--- config.mk ---
export PLATFORM = sky130hd
export DESIGN_NAME = isat_cordic_cell
export DESIGN_NICKNAME = d
export VERILOG_FILES = /design/src/isat_pkg.sv /design/src/isat_cordic_cell.sv
export SDC_FILE = /design/constraint.sdc
export NUM_CORES = 1
export LEC_CHECK = 0
export BUFFER_PORTS_ARGS = -buffer_cell sky130_fd_sc_hd__buf_2
export CAP_MARGIN = 20
export CORE_UTILIZATION = 40
export CTS_CLUSTER_DIAMETER = 30
export DETAILED_ROUTE_END_ITERATION = 12
export GPL_TIMING_DRIVEN = 0
export SYNTH_ARGS = -nofsm -noshare
export SYNTH_HDL_FRONTEND = slang
export SYNTH_SLANG_ARGS = --single-unit
--- constraint.sdc ---
create_clock -name i_clk -period 3.57 [get_ports i_clk]
set_clock_uncertainty 0.1 [all_clocks]
set_input_delay 0.357 -clock i_clk [delete_from_list [all_inputs] [get_ports i_clk]]
set_output_delay 0.357 -clock i_clk [all_outputs]
set_load 0.1 [all_outputs]
--- src/isat_pkg.sv ---
// Shared types, widths and constant tables for the IMU scale and tilt core.
// Used by the square-root cells, the CORDIC cells, the rate scaler and the top level.
// No dependencies.
package isat_pkg;

    localparam int CORDIC_STAGES_DEF = 16;
    localparam int ATAN_LEN          = 24;

    localparam int RAW_W     = 16;
    localparam int ACC_W     = 19;
    localparam int RATE_W    = 16;
    localparam int TILT_W    = 16;
    localparam int RANGE_W   = 2;
    localparam int CFG_IDX_W = 8;
    localparam int CFG_DAT_W = 8;

    localparam int S_TDATA_W = 96;
    localparam int M_TDATA_W = 144;

    localparam int SUM_W      = 32;
    localparam int ROOT_W     = 28;
    localparam int REM_W      = 30;
    localparam int SQRT_STEPS = 28;

    localparam int CX_W          = 32;
    localparam int CZ_W          = 26;
    localparam int RND_W         = CZ_W - 8;
    localparam int TILT_PRESHIFT = 12;
    localparam int TILT_LIMIT    = 23040;

    localparam int GY_N_W   = 24;
    localparam int GY_R_W   = 24;
    localparam int GY_P_W   = GY_N_W + GY_R_W;
    localparam int GY_D_W   = 12;
    localparam int GY_REM_W = 14;
    localparam int GY_Q_W   = 16;

    localparam longint TWO32 = 64'h1_0000_0000;
    localparam logic [GY_R_W-1:0] GY_RECIP_0 = GY_R_W'(TWO32 / 64'd2620);
    localparam logic [GY_R_W-1:0] GY_RECIP_1 = GY_R_W'(TWO32 / 64'd1310);
    localparam logic [GY_R_W-1:0] GY_RECIP_2 = GY_R_W'(TWO32 / 64'd656);
    localparam logic [GY_R_W-1:0] GY_RECIP_3 = GY_R_W'(TWO32 / 64'd328);

    typedef enum logic [CFG_IDX_W-1:0] {
        REG_ACCEL_RANGE = 8'd0,
        REG_GYRO_RANGE  = 8'd1
    } t_reg_idx;

    typedef struct packed {
        logic [SUM_W-1:0]  sum;
        logic [REM_W-1:0]  rem;
        logic [ROOT_W-1:0] root;
    } t_sqrt;

    typedef struct packed {
        logic signed [CX_W-1:0] x;
        logic signed [CX_W-1:0] y;
        logic signed [CZ_W-1:0] z;
    } t_cordic;

    typedef struct packed {
        logic signed [ACC_W-1:0] acc_x;
        logic signed [ACC_W-1:0] acc_y;
        logic signed [ACC_W-1:0] acc_z;
        logic signed [RAW_W-1:0] a_x;
        logic signed [RAW_W-1:0] a_y;
        logic                    zero_x;
        logic                    zero_y;
    } t_side;

    typedef struct packed {
        logic signed [RATE_W-1:0] x;
        logic signed [RATE_W-1:0] y;
        logic signed [RATE_W-1:0] z;
    } t_rates;

    function automatic logic signed [CZ_W-1:0] atan_deg_q16(input int i);
        logic signed [CZ_W-1:0] v;
        case (i)
            0:  v = 26'sd2949120;
            1:  v = 26'sd1740967;
            2:  v = 26'sd919879;
            3:  v = 26'sd466945;
            4:  v = 26'sd234379;
            5:  v = 26'sd117304;
            6:  v = 26'sd58666;
            7:  v = 26'sd29335;
            8:  v = 26'sd14668;
            9:  v = 26'sd7334;
            10: v = 26'sd3667;
            11: v = 26'sd1833;
            12: v = 26'sd917;
            13: v = 26'sd458;
            14: v = 26'sd229;
            15: v = 26'sd115;
            16: v = 26'sd57;
            17: v = 26'sd29;
            18: v = 26'sd14;
            19: v = 26'sd7;
            20: v = 26'sd4;
            21: v = 26'sd2;
            22: v = 26'sd1;
            default: v = 26'sd0;
        endcase
        return v;
    endfunction

    function automatic logic [GY_D_W-1:0] gyro_d2(input logic [RANGE_W-1:0] r);
        logic [GY_D_W-1:0] v;
        case (r)
            2'd0:    v = 12'd2620;
            2'd1:    v = 12'd1310;
            2'd2:    v = 12'd656;
            default: v = 12'd328;
        endcase
        return v;
    endfunction

    function automatic logic [GY_R_W-1:0] gyro_recip(input logic [RANGE_W-1:0] r);
        logic [GY_R_W-1:0] v;
        case (r)
            2'd0:    v = GY_RECIP_0;
            2'd1:    v = GY_RECIP_1;
            2'd2:    v = GY_RECIP_2;
            default: v = GY_RECIP_3;
        endcase
        return v;
    endfunction

endpackage

--- src/isat_cordic_cell.sv ---
// One vectoring CORDIC cell: a conditional shift-add rotation and an angle update.
// Depends on isat_pkg.
module isat_cordic_cell
    import isat_pkg::*;
#(
    parameter int STAGE = 0
) (
    input  logic    i_clk,
    input  logic    i_en,
    input  t_cordic i_d,
    output t_cordic o_q
);

    localparam logic signed [CZ_W-1:0] ANGLE = atan_deg_q16(STAGE);

    logic signed [CX_W-1:0] w_xs;
    logic signed [CX_W-1:0] w_ys;
    t_cordic                n_q;
    t_cordic                r_q;

    always_comb begin
        w_xs = i_d.x >>> STAGE;
        w_ys = i_d.y >>> STAGE;
        if (!i_d.y[CX_W-1]) begin
            n_q.x = i_d.x + w_ys;
            n_q.y = i_d.y - w_xs;
            n_q.z = i_d.z + ANGLE;
        end else begin
            n_q.x = i_d.x - w_ys;
            n_q.y = i_d.y + w_xs;
            n_q.z = i_d.z - ANGLE;
        end
    end

    always_ff @(posedge i_clk) begin
        if (i_en) begin
            r_q <= n_q;
        end
    end

    assign o_q = r_q;

endmodule

==> flow_summary.toml <==
[place]
io_buffer_count = 181
gp_congestion = 0.9397
dpl_cell_area_mm2 = 0.009971
dp_hpwl_mm = 22.55

[drt]
drt_iter0_markers = 790
finalWirelength_mm = 28.35
drc_errors = 0
ant_nets = 0
vias = 8322
firstDrtPassIters = 6
via_per_inst = 5.638
routedWlPerCell_um = 19.20

[power_and_ir_drop]
power_switching_mw = 2.475
power.internal_mw = 2.476
switching_share = 0.4999
power.leakage_nw = 4.591
p_clk_frac = 0.204
ir_drop_uv = 278.4
power.sequential.fraction = 0.282
p_comb_frac = 0.514
power_density_mw_per_mm2 = 481.4

[grt]
grt_pass1_wl_mm = 43.39
antenna_found_initial = 0
grt_use_total = 0.2551
grt_pass1_vias = 7774
grt-ovfl-total = 0
grt_max_degree = 74

[final_layout]
drive_gt1_frac = 0.1840
area_growth_syn_to_layout_pct = 18.36
fin_area_mm2 = 0.01029
num-nets-final = 1403
fillers = 2103
antenna_cells = 0
largest_reg_flops = 89

[critical_path]
cp-end-kind = "register"
cp_max_fo = 10
path_delay_family = "compound AO/OA/AOI/OAI gates"
crit_path_start_kind = "primary input"
slowest_stage = "nor4_1"
required_ps = 3570
crit_chain = "buf_2 > inv_1 > ha_1 > clkbuf_1 > nor4_1 > o21ai_0 > a41oi_1 > o211ai_1 > a21oi_1 > o22ai_1 > a22oi_1 > xor2_1"
crit_type = "in -> reg"
cpPeakStageDelay_ps = 590
worstPathArrival_ps = 3400
crit_buf_inv = 3

[logic_synthesis]
postSynthAreaPerCell_um2 = 8.648
yosysMostFrequentCell = "a21oi_1"
synth-main-ff-cell = "edfxtp_1"
synth.distinct_cells = 67
synth_edf_count = 89
syn-num-nets = 1212
async_reset_ff_frac = 0
synth_top_area_share = 0.3075
yosysWarnings = 0
syn_inst = 1005
syn-cell-area_mm2 = 0.008691
ys_ff_latch = 89
synth_top_area_cell = "edfxtp_1"
synthTopCellsByCount = "a21oi_1, ha_1, inv_1"
ys_top_cells_by_area = "edfxtp_1, ha_1, a21oi_1"
ys_seq_area_frac = 0.3075

[timing]
period_share = 0.9515
worstMarginPinSlew_ps = 899.3
slew_headroom = 0.4004
final_max_slew_viol_count = 0
fmax_mhz = 294.4
period_needed_ps = 3397
finalHoldViolations = 0
rsz0062_at_grt = "no"
finalSetupViolCount = 0
hold_slack_ps = 81.32
fin_tns_setup_ps = 0

[clocking]
clk_root_buffer_cell = "clkbuf_16"
cts_tree = "done"
cts_hold_buf = 0
cts_buffers = 9
cts_resized = 1
path_clk_slew_ps = 70
htree_levels = 3
postCtsSetupBuffers = 0
cts.sinks = 89
cts_max_path_buffers = 2

[die]
dieArea_mm2 = 0.02232
rows = 53
io_pins = 182
die_y_um = 149.4
core_mm2 = 0.02115
die_w_um = 149.4
start_util = 0.4108

[min_path]
hp-class = "in -> reg"

[flow_run]
max_cap_violations = 0

[run_status]
outcome = "complete, no violations"
==> power groups by stage <==
stage | clock network (mW) | registers, mW | logic, mW
floorplan | 0 | 2.57 | 0.831
global placement | 0 | 1.42 | 2.51
detailed placement | 0 | 1.42 | 2.52
CTS | 1.04 | 1.40 | 2.52
global route | 1.06 | 1.41 | 2.68
finish | 1.01 | 1.40 | 2.55
==> through the flow <==
step / util / setup slack (ps) / total power, mW / std cells
2_1_floorplan: - / 616.0 / 3.398 / 1005
3_3_place_gp: 0.4699 / -669.1 / 3.926 / 1461
3_5_place_dp: 0.4713 / -770.5 / 3.939 / 1462
4_1_cts: 0.4859 / 186.5 / 4.959 / 1477
5_1_grt: 0.4862 / 5.027 / 5.156 / 1476
6_report: 0.4862 / 173.2 / 4.951 / 1476
==> logic make-up (layout without fill, tap and decap cells) <==
kind of cell / after synthesis / after routing / share of synthesized area
simple gates: 245 / 245 / 0.1363
buf+inv: 149 / 345 / 0.06579
flops: 89 / 89 / 0.3075
compound gates: 326 / 326 / 0.2377
mux: 14 / 14 / 0.01612
xor+xnor: 67 / 67 / 0.06752
fa+ha+maj: 115 / 115 / 0.1690
==> layout by cell type, fill, tap and decap left out, types with 20 or more instances in the layout <==
master / count
buf_2: 187
a21oi_1: 113
ha_1: 111
inv_1: 100
nor2_1: 91
edfxtp_1: 89
xnor2_1: 53
o21ai_0: 53
nand2_1: 38
clkbuf_1: 28
o21bai_1: 24
a21o_1: 20
nand3_1: 20
==> layout make-up <==
class                      instances  area [um2]  area share
clock inverter                     7       85.08    0.008272
multi-input combinational        767        5458      0.5306
inverter                         105       394.1     0.03832
clock buffer                       9       225.2     0.02190
timing repair buffer             182       935.9     0.09099
tap                              275       344.1     0.03345
sequential                        89        2673      0.2598
buffer                            42       171.4     0.01666
==> final timing paths <==
path     from       to  slack, ps  depth (start not counted)
max   i_d[41]  o_q[89]        170                         12
min    i_d[7]   o_q[7]         80                          1
==> layer usage <==
layer	wire length, um	up-vias	GRT usage
li1	-	3975	-
met3	2643	35	0.04618
met5	0	-	0
met2	12480	410	0.3975
met4	460	0	0.06122
met1	12760	3902	0.3618
No activity file was read; power rests on OpenSTA's default activity.
