[src/isat_pkg.sv]
// Shared types, widths and constant tables for the IMU scale and tilt core.
// Used by the square-root cells, the CORDIC cells, the rate scaler and the top level.
// No dependencies.
package isat_pkg;

    localparam int CORDIC_STAGES_DEF = 16;
    localparam int ATAN_LEN          = 24;

    localparam int RAW_W     = 16;
    localparam int ACC_W     = 19;
    localparam int RATE_W    = 16;
    localparam int TILT_W    = 16;
    localparam int RANGE_W   = 2;
    localparam int CFG_IDX_W = 8;
    localparam int CFG_DAT_W = 8;

    localparam int S_TDATA_W = 96;
    localparam int M_TDATA_W = 144;

    localparam int SUM_W      = 32;
    localparam int ROOT_W     = 28;
    localparam int REM_W      = 30;
    localparam int SQRT_STEPS = 28;

    localparam int CX_W          = 32;
    localparam int CZ_W          = 26;
    localparam int RND_W         = CZ_W - 8;
    localparam int TILT_PRESHIFT = 12;
    localparam int TILT_LIMIT    = 23040;

    localparam int GY_N_W   = 24;
    localparam int GY_R_W   = 24;
    localparam int GY_P_W   = GY_N_W + GY_R_W;
    localparam int GY_D_W   = 12;
    localparam int GY_REM_W = 14;
    localparam int GY_Q_W   = 16;

    localparam longint TWO32 = 64'h1_0000_0000;
    localparam logic [GY_R_W-1:0] GY_RECIP_0 = GY_R_W'(TWO32 / 64'd2620);
    localparam logic [GY_R_W-1:0] GY_RECIP_1 = GY_R_W'(TWO32 / 64'd1310);
    localparam logic [GY_R_W-1:0] GY_RECIP_2 = GY_R_W'(TWO32 / 64'd656);
    localparam logic [GY_R_W-1:0] GY_RECIP_3 = GY_R_W'(TWO32 / 64'd328);

    typedef enum logic [CFG_IDX_W-1:0] {
        REG_ACCEL_RANGE = 8'd0,
        REG_GYRO_RANGE  = 8'd1
    } t_reg_idx;

    typedef struct packed {
        logic [SUM_W-1:0]  sum;
        logic [REM_W-1:0]  rem;
        logic [ROOT_W-1:0] root;
    } t_sqrt;

    typedef struct packed {
        logic signed [CX_W-1:0] x;
        logic signed [CX_W-1:0] y;
        logic signed [CZ_W-1:0] z;
    } t_cordic;

    typedef struct packed {
        logic signed [ACC_W-1:0] acc_x;
        logic signed [ACC_W-1:0] acc_y;
        logic signed [ACC_W-1:0] acc_z;
        logic signed [RAW_W-1:0] a_x;
        logic signed [RAW_W-1:0] a_y;
        logic                    zero_x;
        logic                    zero_y;
    } t_side;

    typedef struct packed {
        logic signed [RATE_W-1:0] x;
        logic signed [RATE_W-1:0] y;
        logic signed [RATE_W-1:0] z;
    } t_rates;

    function automatic logic signed [CZ_W-1:0] atan_deg_q16(input int i);
        logic signed [CZ_W-1:0] v;
        case (i)
            0:  v = 26'sd2949120;
            1:  v = 26'sd1740967;
            2:  v = 26'sd919879;
            3:  v = 26'sd466945;
            4:  v = 26'sd234379;
            5:  v = 26'sd117304;
            6:  v = 26'sd58666;
            7:  v = 26'sd29335;
            8:  v = 26'sd14668;
            9:  v = 26'sd7334;
            10: v = 26'sd3667;
            11: v = 26'sd1833;
            12: v = 26'sd917;
            13: v = 26'sd458;
            14: v = 26'sd229;
            15: v = 26'sd115;
            16: v = 26'sd57;
            17: v = 26'sd29;
            18: v = 26'sd14;
            19: v = 26'sd7;
            20: v = 26'sd4;
            21: v = 26'sd2;
            22: v = 26'sd1;
            default: v = 26'sd0;
        endcase
        return v;
    endfunction

    function automatic logic [GY_D_W-1:0] gyro_d2(input logic [RANGE_W-1:0] r);
        logic [GY_D_W-1:0] v;
        case (r)
            2'd0:    v = 12'd2620;
            2'd1:    v = 12'd1310;
            2'd2:    v = 12'd656;
            default: v = 12'd328;
        endcase
        return v;
    endfunction

    function automatic logic [GY_R_W-1:0] gyro_recip(input logic [RANGE_W-1:0] r);
        logic [GY_R_W-1:0] v;
        case (r)
            2'd0:    v = GY_RECIP_0;
            2'd1:    v = GY_RECIP_1;
            2'd2:    v = GY_RECIP_2;
            default: v = GY_RECIP_3;
        endcase
        return v;
    endfunction

endpackage

[src/isat_sqrt_cell.sv]
// One digit cell of the pipelined square root: two input bits in, one root bit out.
// Depends on isat_pkg.
module isat_sqrt_cell
    import isat_pkg::*;
#(
    parameter int STEP = 0
) (
    input  logic  i_clk,
    input  logic  i_en,
    input  t_sqrt i_d,
    output t_sqrt o_q
);

    logic [1:0]        w_pair;
    logic [REM_W+1:0]  w_rem_sh;
    logic [REM_W+1:0]  w_trial;
    t_sqrt             n_q;
    t_sqrt             r_q;

    generate
        if (STEP <= 15) begin : g_bits
            assign w_pair = i_d.sum[31-2*STEP -: 2];
        end else begin : g_zero
            assign w_pair = 2'b00;
        end
    endgenerate

    always_comb begin
        w_rem_sh = {i_d.rem, w_pair};
        w_trial  = (REM_W+2)'({i_d.root, 2'b01});
        n_q.sum  = i_d.sum;
        if (w_rem_sh >= w_trial) begin
            n_q.rem  = REM_W'(w_rem_sh - w_trial);
            n_q.root = {i_d.root[ROOT_W-2:0], 1'b1};
        end else begin
            n_q.rem  = REM_W'(w_rem_sh);
            n_q.root = {i_d.root[ROOT_W-2:0], 1'b0};
        end
    end

    always_ff @(posedge i_clk) begin
        if (i_en) begin
            r_q <= n_q;
        end
    end

    assign o_q = r_q;

endmodule

[config.mk]
export PLATFORM = sky130hd
export DESIGN_NAME = isat_sqrt_cell
export DESIGN_NICKNAME = d
export VERILOG_FILES = /design/src/isat_pkg.sv /design/src/isat_sqrt_cell.sv
export SDC_FILE = /design/constraint.sdc
export NUM_CORES = 1
export LEC_CHECK = 0
export ABC_AREA = 1
export BUFFER_PORTS_ARGS = -buffer_cell sky130_fd_sc_hd__buf_4
export CORE_ASPECT_RATIO = 0.8
export CORE_MARGIN = 2
export CORE_UTILIZATION = 55
export CTS_CLUSTER_DIAMETER = 50
export DETAILED_ROUTE_END_ITERATION = 16
export HOLD_SLACK_MARGIN = 0.12
export PLACE_DENSITY_LB_ADDON = 0.25
export SYNTH_ARGS = -nofsm -noshare
export SYNTH_HDL_FRONTEND = slang
export SYNTH_SLANG_ARGS = --single-unit
[constraint.sdc]
create_clock -name i_clk -period 4.2 [get_ports i_clk]
set_clock_uncertainty 0.2 [all_clocks]
set_input_delay 0.63 -clock i_clk [delete_from_list [all_inputs] [get_ports i_clk]]
set_output_delay 0.63 -clock i_clk [all_outputs]
set_load 0.02 [all_outputs]
==> reports/results.ini <==
[run_status]
status = completed

[sta]
worstMarginPinSlew_ns = 1.17
rsz0062_at_grt = no
max_freq_mhz = 375
hold_ws_ns = 0.248
report.final.setup_viol = 0
tns_ns = 0
fin_crit_sh_pct = 63.4
slew_headroom_pct = 22.2
finalWorstSetupSlack_ns = 1.54
post-route-min-period_ns = 2.66
drv_slew = 0
hold_viol_final = 0

[worst_hold_path]
worstHoldStart = i_d[76]
holdPathEnd = o_q[76]$_DFFE_PP_
min_path_type = input port to register
min_path_cells = 1

[final_layout]
largest_reg_flops = 90
fin_nets = 1001
area_growth_pct = 32.6
antenna_cells = 0
drive_gt1_share_pct = 23.6
post-route-cell-area_mm2 = 0.00725

[drt]
drt-total-wl_um = 16700
vias_per_cell = 5.15
drtAntennaViolNets = 0
vias = 5249
wl_per_cell_um = 16.4
drc_errors = 0
drt_iter0_drc = 452
dr.pass1.iters = 5

[pwr]
power.total_mw = 2.69
p_per_area_mw_per_mm2 = 370
p_leak_nw = 3.86
peakVddDrop_v = 0.000241

[job]
cap_violations = 0

[placement]
gp_congestion = 0.959
place_area_mm2 = 0.00696
post-dp-hpwl_um = 12300
pre_cts_ws_ns = 1.19
io_buffers = 181

[clocking]
cts.sinks = 90
clockRootBuffer = clkbuf_16
cts_resized = 0
cts_tree = done
holdBufCountCts = 0
htree_levels = 3
postCtsSetupRepairBufs = 0
clock_path_buffers = 2
clkTransAtPathRegs_ns = 0.08
cts-buffers-inserted = 9

[grt]
grt_pass1_wl_um = 25100
grt_overflow_total = 0
grtUsageTotal_pct = 31.0
grt_pass1_vias = 4955
antenna_found_initial = 0
grt_max_degree = 91

[floorplanning]
io_pins = 182
die_y_um = 93.2
core_mm2 = 0.00965
chipWidth_um = 116
die_area_mm2 = 0.0108
num_rows = 32
start_util_pct = 56.7

[synthesis]
yosysTopAreaCellShare_pct = 49.4
yosys_register_bits = 90
synth.avg_cell_area_um2 = 7.90
synthCells = 692
synth_area_mm2 = 0.00547
ys_top_cells_by_area = edfxtp_1, nand2_1, inv_1
synth_nets = 814
yosys.area.top_type = edfxtp_1
yosysSeqAreaShare_pct = 49.4
ys_types = 24
yosysWarnings = 0

[worst_setup_path]
arrival_ns = 2.68
critPathKind = input port to register
worst_setup_path_start_kind = input port
required_ns = 4.22
crit_fanout = 29
end_kind = register

[through the flow]
step	util, %	std cells
floorplan	-	692
global placement	72.2	1004
detailed placement	72.2	1004
CTS	75.2	1020
global route	75.2	1020
finish	75.2	1020
[critical path, cell delays in order]
cell     delay, ns
buf_4         0.09
inv_1         0.04
ha_1          0.34
nand2_1       0.18
inv_1         0.06
nand2_1       0.06
nand2_1       0.11
a21oi_1       0.20
nand3_1       0.11
nand2_1       0.08
nand2_2       0.06
inv_2         0.45
nand2_1       0.16
nand2_1       0.10
[Yosys cell counts]
cell type / n
a21oi_2: 1
nand4_1: 7
nor2_2: 2
nand3b_1: 4
edfxtp_1: 90
buf_2: 4
a21o_1: 1
buf_6: 2
or2_1: 2
nor3_1: 3
or2_2: 1
a21oi_1: 14
and2_1: 2
xor2_1: 13
inv_1: 140
nand2_2: 3
ha_1: 30
o21ai_0: 3
nor2_4: 2
nand2_1: 284
inv_2: 3
nor2_1: 40
a211oi_1: 1
nand3_1: 40
[power by group]
group / internal [mW] / switching [mW]
logic: 0.291 / 0.462
clock network: 0.412 / 0.387
registers: 1.10 / 0.0311
[area by class of cell]
cell class	instances	area, um^2
multi-input cells	453	2190
well taps	136	170
flip-flops and latches	90	2700
clock inverters	7	62.6
clock buffers	9	225
inverters	143	537
fillers	692	2400
repair buffers	182	1370
[worst max-delay path by stage]
stage,startpoint,endpoint
CTS,i_d[9],o_q[46]$_DFFE_PP_
finish,i_d[9],o_q[39]$_DFFE_PP_
detailed placement,i_d[9],o_q[46]$_DFFE_PP_
floorplan,i_d[13],o_q[33]$_DFFE_PP_
global placement,i_d[8],o_q[50]$_DFFE_PP_
global route,i_d[9],o_q[40]$_DFFE_PP_
[logic make-up after synthesis]
family	after synthesis	share of synthesized area, %
xor+xnor	13	2.08
simple gates	390	29.1
buf+inv	149	10.6
flops	90	49.4
fa+ha+maj	30	6.86
compound gates	20	1.99
[per-layer routing]
layer  track usage, %  vias up  share of wire [%]
met2             49.6      324                 46
met1             41.3     2356                 40
met4             10.3        0                2.6
met3             8.04       44                 11
li1                 -     2525                  -
met5                0        -                  0
[placed cells by master (no fill, tap or decap), drive strengths merged]
cell,n
a211oi,1
a21o,1
a21oi,15
and2,2
buf,182
clkbuf,9
clkinv,3
clkinvlp,1
edfxtp,90
ha,30
inv,146
nand2,287
nand3,40
nand3b,4
nand4,7
nor2,44
nor3,3
o21ai,3
or2,3
xor2,13
Power figures use the tool's default switching activity.
