File: config.mk
export PLATFORM = sky130hd
export DESIGN_NAME = isat_gyro_unit
export DESIGN_NICKNAME = d
export VERILOG_FILES = /design/src/isat_pkg.sv /design/src/isat_gyro_unit.sv
export SDC_FILE = /design/constraint.sdc
export NUM_CORES = 2
export LEC_CHECK = 0
export BUFFER_PORTS_ARGS = -buffer_cell sky130_fd_sc_hd__buf_4
export CAP_MARGIN = 15
export CORE_ASPECT_RATIO = 0.75
export CORE_UTILIZATION = 40
export CTS_CLUSTER_DIAMETER = 50
export CTS_CLUSTER_SIZE = 40
export DETAILED_ROUTE_END_ITERATION = 6
export PLACE_DENSITY = 0.54
export SYNTH_ARGS = -nofsm -noshare
export SYNTH_HDL_FRONTEND = slang
export SYNTH_SLANG_ARGS = --single-unit
File: constraint.sdc
create_clock -name i_clk -period 10.65 [get_ports i_clk]
set_input_delay 1.065 -clock i_clk [delete_from_list [all_inputs] [get_ports i_clk]]
set_output_delay 1.065 -clock i_clk [all_outputs]
set_load 0.005 [all_outputs]
File: src/isat_pkg.sv
// Shared types, widths and constant tables for the IMU scale and tilt core.
// Used by the square-root cells, the CORDIC cells, the rate scaler and the top level.
// No dependencies.
package isat_pkg;

    localparam int CORDIC_STAGES_DEF = 16;
    localparam int ATAN_LEN          = 24;

    localparam int RAW_W     = 16;
    localparam int ACC_W     = 19;
    localparam int RATE_W    = 16;
    localparam int TILT_W    = 16;
    localparam int RANGE_W   = 2;
    localparam int CFG_IDX_W = 8;
    localparam int CFG_DAT_W = 8;

    localparam int S_TDATA_W = 96;
    localparam int M_TDATA_W = 144;

    localparam int SUM_W      = 32;
    localparam int ROOT_W     = 28;
    localparam int REM_W      = 30;
    localparam int SQRT_STEPS = 28;

    localparam int CX_W          = 32;
    localparam int CZ_W          = 26;
    localparam int RND_W         = CZ_W - 8;
    localparam int TILT_PRESHIFT = 12;
    localparam int TILT_LIMIT    = 23040;

    localparam int GY_N_W   = 24;
    localparam int GY_R_W   = 24;
    localparam int GY_P_W   = GY_N_W + GY_R_W;
    localparam int GY_D_W   = 12;
    localparam int GY_REM_W = 14;
    localparam int GY_Q_W   = 16;

    localparam longint TWO32 = 64'h1_0000_0000;
    localparam logic [GY_R_W-1:0] GY_RECIP_0 = GY_R_W'(TWO32 / 64'd2620);
    localparam logic [GY_R_W-1:0] GY_RECIP_1 = GY_R_W'(TWO32 / 64'd1310);
    localparam logic [GY_R_W-1:0] GY_RECIP_2 = GY_R_W'(TWO32 / 64'd656);
    localparam logic [GY_R_W-1:0] GY_RECIP_3 = GY_R_W'(TWO32 / 64'd328);

    typedef enum logic [CFG_IDX_W-1:0] {
        REG_ACCEL_RANGE = 8'd0,
        REG_GYRO_RANGE  = 8'd1
    } t_reg_idx;

    typedef struct packed {
        logic [SUM_W-1:0]  sum;
        logic [REM_W-1:0]  rem;
        logic [ROOT_W-1:0] root;
    } t_sqrt;

    typedef struct packed {
        logic signed [CX_W-1:0] x;
        logic signed [CX_W-1:0] y;
        logic signed [CZ_W-1:0] z;
    } t_cordic;

    typedef struct packed {
        logic signed [ACC_W-1:0] acc_x;
        logic signed [ACC_W-1:0] acc_y;
        logic signed [ACC_W-1:0] acc_z;
        logic signed [RAW_W-1:0] a_x;
        logic signed [RAW_W-1:0] a_y;
        logic                    zero_x;
        logic                    zero_y;
    } t_side;

    typedef struct packed {
        logic signed [RATE_W-1:0] x;
        logic signed [RATE_W-1:0] y;
        logic signed [RATE_W-1:0] z;
    } t_rates;

    function automatic logic signed [CZ_W-1:0] atan_deg_q16(input int i);
        logic signed [CZ_W-1:0] v;
        case (i)
            0:  v = 26'sd2949120;
            1:  v = 26'sd1740967;
            2:  v = 26'sd919879;
            3:  v = 26'sd466945;
            4:  v = 26'sd234379;
            5:  v = 26'sd117304;
            6:  v = 26'sd58666;
            7:  v = 26'sd29335;
            8:  v = 26'sd14668;
            9:  v = 26'sd7334;
            10: v = 26'sd3667;
            11: v = 26'sd1833;
            12: v = 26'sd917;
            13: v = 26'sd458;
            14: v = 26'sd229;
            15: v = 26'sd115;
            16: v = 26'sd57;
            17: v = 26'sd29;
            18: v = 26'sd14;
            19: v = 26'sd7;
            20: v = 26'sd4;
            21: v = 26'sd2;
            22: v = 26'sd1;
            default: v = 26'sd0;
        endcase
        return v;
    endfunction

    function automatic logic [GY_D_W-1:0] gyro_d2(input logic [RANGE_W-1:0] r);
        logic [GY_D_W-1:0] v;
        case (r)
            2'd0:    v = 12'd2620;
            2'd1:    v = 12'd1310;
            2'd2:    v = 12'd656;
            default: v = 12'd328;
        endcase
        return v;
    endfunction

    function automatic logic [GY_R_W-1:0] gyro_recip(input logic [RANGE_W-1:0] r);
        logic [GY_R_W-1:0] v;
        case (r)
            2'd0:    v = GY_RECIP_0;
            2'd1:    v = GY_RECIP_1;
            2'd2:    v = GY_RECIP_2;
            default: v = GY_RECIP_3;
        endcase
        return v;
    endfunction

endpackage

File: src/isat_gyro_unit.sv
// Four-stage rate scaler: rounded division by the range divisor via a reciprocal product.
// Depends on isat_pkg.
module isat_gyro_unit
    import isat_pkg::*;
(
    input  logic               i_clk,
    input  logic               i_en,
    input  logic [RANGE_W-1:0] i_range,
    input  t_rates             i_raw,
    output t_rates             o_rate
);

    logic signed [RAW_W-1:0]  w_raw  [3];
    logic [GY_D_W-1:0]        w_d2;
    logic [GY_R_W-1:0]        w_recip;

    logic [GY_N_W-1:0]        r_n1   [3];
    logic                     r_neg1 [3];
    logic [GY_P_W-1:0]        r_p2   [3];
    logic [GY_N_W-1:0]        r_n2   [3];
    logic                     r_neg2 [3];
    logic [GY_Q_W-1:0]        r_qe3  [3];
    logic [GY_REM_W-1:0]      r_rem3 [3];
    logic                     r_neg3 [3];
    logic signed [RATE_W-1:0] r_out4 [3];

    assign w_raw[0] = i_raw.x;
    assign w_raw[1] = i_raw.y;
    assign w_raw[2] = i_raw.z;
    assign w_d2     = gyro_d2(i_range);
    assign w_recip  = gyro_recip(i_range);

    always_ff @(posedge i_clk) begin
        if (i_en) begin
            for (int k = 0; k < 3; k++) begin
                logic [RAW_W-1:0]    mag;
                logic [GY_N_W-1:0]   prod;
                logic [GY_Q_W-1:0]   q;
                mag = w_raw[k][RAW_W-1] ? RAW_W'(-w_raw[k]) : RAW_W'(w_raw[k]);
                r_n1[k]   <= (GY_N_W'(mag) << 8) + (GY_N_W'(mag) << 6)
                             + GY_N_W'(w_d2 >> 1);
                r_neg1[k] <= w_raw[k][RAW_W-1];

                r_p2[k]   <= GY_P_W'(r_n1[k]) * GY_P_W'(w_recip);
                r_n2[k]   <= r_n1[k];
                r_neg2[k] <= r_neg1[k];

                prod      = GY_N_W'(r_p2[k][GY_P_W-1:32]) * GY_N_W'(w_d2);
                r_qe3[k]  <= r_p2[k][GY_P_W-1:32];
                r_rem3[k] <= GY_REM_W'(r_n2[k] - prod);
                r_neg3[k] <= r_neg2[k];

                q = r_qe3[k] + ((r_rem3[k] >= GY_REM_W'(w_d2)) ? 16'd1 : 16'd0);
                r_out4[k] <= r_neg3[k] ? RATE_W'(-q) : RATE_W'(q);
            end
        end
    end

    assign o_rate.x = r_out4[0];
    assign o_rate.y = r_out4[1];
    assign o_rate.z = r_out4[2];

endmodule

==> flow_summary.yaml <==
synth:
  ys_types: 75
  synthTopCellsByArea: "fa_1 39%, ha_1 18%, edfxtp_1 13%"
  synth_most_common_cell: "inv_1"
  synth_edf_count: 283
  yosysTopAreaCell: "fa_1"
  netlist_area_um2: 63700
  syn_inst: 6258
  yosys-top-cells-count: "1606 x inv_1, 1233 x fa_1, 939 x ha_1"
  avgSynthCellArea_um2: 10.2
  synth_ff_type: "edfxtp_1"
  synth_top_area_share_pct: 38.7
  syn_nets: 8482
  yosys_warnings: 0
  synth-async-reset-ratio_pct: 0
  seq_area_frac_synth_pct: 13.3
  synth-seq-cells: 283
timing:
  min_period_over_period_pct: 87.2
  rsz0062_at_grt: "no"
  fmax_mhz: 108
  max_slew.worst_pin.slew_ns: 1.28
  skew_ns: 0.0299
  finalSetupViolations: 0
  hold_viol: 0
  fin_crit_ns: 9.29
  slew_violations: 0
  relSlewSlack_pct: 14.5
  tns_ns: 0
drt:
  drcViolationCount: 0
  drt_iter0_markers: 3601
  ant_nets: 1
  drtPass1Iterations: 5
  wl_per_cell_um: 23.0
  vias: 42800
  via_per_inst: 5.02
  routed_wl_um: 196000
floorplan:
  initial_core_util_pct: 40.4
  die_w_um: 463
  die_h_um: 348
  ios: 100
  core_area_um2: 158000
  dieArea_um2: 161000
  rows: 126
finish:
  area_growth_pct: 8.16
  final_cells: 8519
  nNetsFinal: 8584
  fin_area_um2: 68900
  drive_gt1_share_pct: 4.36
clock_network:
  clk_path_buf_depth: 3
  post_cts_buffers: 0
  clk_pin_slew_ns: 0.06
  clock-sinks: 283
  cts.htree.levels: 2
  numCtsBuffers: 49
  cts_root_buffer: "clkbuf_16"
  insertion_delay_ns: 0.67
  hold_buffers: 0
  post_cts_resize_count: 0
  cts_tree: "built"
global_routing:
  grt_pass1_wl_um: 295000
  use_met3_pct: 8.45
  grt_use_met1_pct: 36.9
  antenna_found_initial: 12
  grt_pass1_vias: 45700
  grt_use_met2_pct: 35.0
  grt_max_degree: 130
  grt_usage_pct: 24.9
  grt_overflow: 0
  grt-busiest-layer: "met1"
critical_path:
  cp_data_arrival_time_ns: 9.70
  worst_setup_path_end_kind: "register"
  crit_fanout: 19
  crit_type: "in -> reg"
  crit_required_ns: 11.06
  cp-start-kind: "primary input"
place:
  placed_cells: 8421
  place_area_um2: 67200
  place_congestion: 1.04
  numPortBuffers: 99
  place_hpwl_um: 168000
run:
  maxCapViolCount: 0
run_status:
  status: "finished, violations left"
  violations: "antenna rules"
worst_hold_path:
  hp-class: "reg -> reg"
==> stage by stage <==
step / hold slack (ns) / utilization [%] / worst slack, ns
final: 0.405 / 43.7 / 1.36
after global routing: 0.406 / 43.7 / 0.989
after CTS: 0.403 / 43.7 / 1.41
after detailed placement: 0.405 / 42.6 / 0.713
after global placement: 0.406 / 42.6 / 0.894
after floorplan: 0.400 / - / 1.52
==> worst paths after layout <==
check / start / end / slack [ns] / depth (start not counted)
setup / recovery: i_range[0] / r_p2[0][42] / 1.36 / 27
hold / removal: r_p2[0][46] / r_qe3[0][14] / 0.40 / 0
setup reg to reg: r_n1[0][8] / r_p2[0][42] / 2.14 / 23
hold reg to reg: r_p2[0][46] / r_qe3[0][14] / 0.40 / 0
==> cell usage in the layout, fill, tap and decap left out, types with 9 or more instances in the layout <==
cell type	count
or2_2	11
or3_1	18
xnor2_1	228
a31oi_1	9
a21oi_1	124
nand4_1	27
nor2b_1	135
edfxtp_1	283
a211oi_1	19
clkinv_1	30
inv_1	1605
nand2b_1	70
and2_1	263
buf_4	149
clkbuf_16	49
fa_1	1233
o21a_1	21
a21o_1	59
nor2_1	344
nor3_1	46
o31ai_1	18
o21bai_1	10
o41ai_1	10
xor2_1	79
nand3_1	47
or4_1	12
o211ai_1	14
o21ai_0	100
nand2_1	275
and3_1	15
ha_1	934
==> flip-flops by register name (all words and copies together) (netlist names) <==
name and cells:
r_n1 60, r_n2 30, r_neg1 3, r_neg2 3, r_neg3 3, r_out4 48, r_p2 48, r_qe3 48
r_rem3 40
==> final cells by class <==
class / instances / area (µm²)
Timing Repair Buffer: 153 / 1190
Multi-Input combinational cell: 4235 / 48700
Clock inverter: 39 / 454
Tap cell: 2112 / 2640
Fill cell: 15200 / 88900
Antenna cell: 7 / 17.5
Sequential cell: 283 / 8500
Clock buffer: 52 / 1240
Inverter: 1638 / 6150
==> per-layer routing <==
metal  vias to the layer above  wire length, µm
met3                       221            21300
li1                      19500                -
met1                     21600            92600
met2                      1444            78100
met5                         -              236
met4                        14             3440
==> cells by family (layout without fill, tap and decap cells) <==
logic type / count (synthesis) / after routing / synth area share, %
AO/OA/AOI/OAI: 452 / 452 / 4.67
XOR/XNOR: 307 / 307 / 4.22
adder cells (fa/ha/maj): 2172 / 2172 / 57.2
buffers and inverters: 1740 / 1882 / 10.3
flip-flops: 283 / 283 / 13.3
multiplexers: 8 / 8 / 0.126
other: 0 / 7 / 0
AND/OR/NAND/NOR: 1296 / 1296 / 10.2
==> worst max-delay path: stages <==
cell and delay, ns:
buf_4 0.22, inv_2 0.29, ha_2 0.51, inv_2 0.13
buf_4 0.27, nor2_1 0.59, nor2_1 0.21, inv_1 0.23
fa_1 0.45, inv_1 0.10, fa_1 0.42, inv_1 0.20
fa_1 0.57, fa_1 0.58, fa_1 0.45, fa_1 0.51
fa_1 0.42, ha_1 0.37, nand3_1 0.18, a2111oi_0 0.58
and3_1 0.32, o21ba_2 0.20, o31ai_4 0.10, and2b_1 0.20
o21ai_1 0.24, a21oi_2 0.09, xnor2_1 0.12
Power is not shown: default switching activity piles up to over one toggle a cycle in this logic, so the estimate is an artifact.
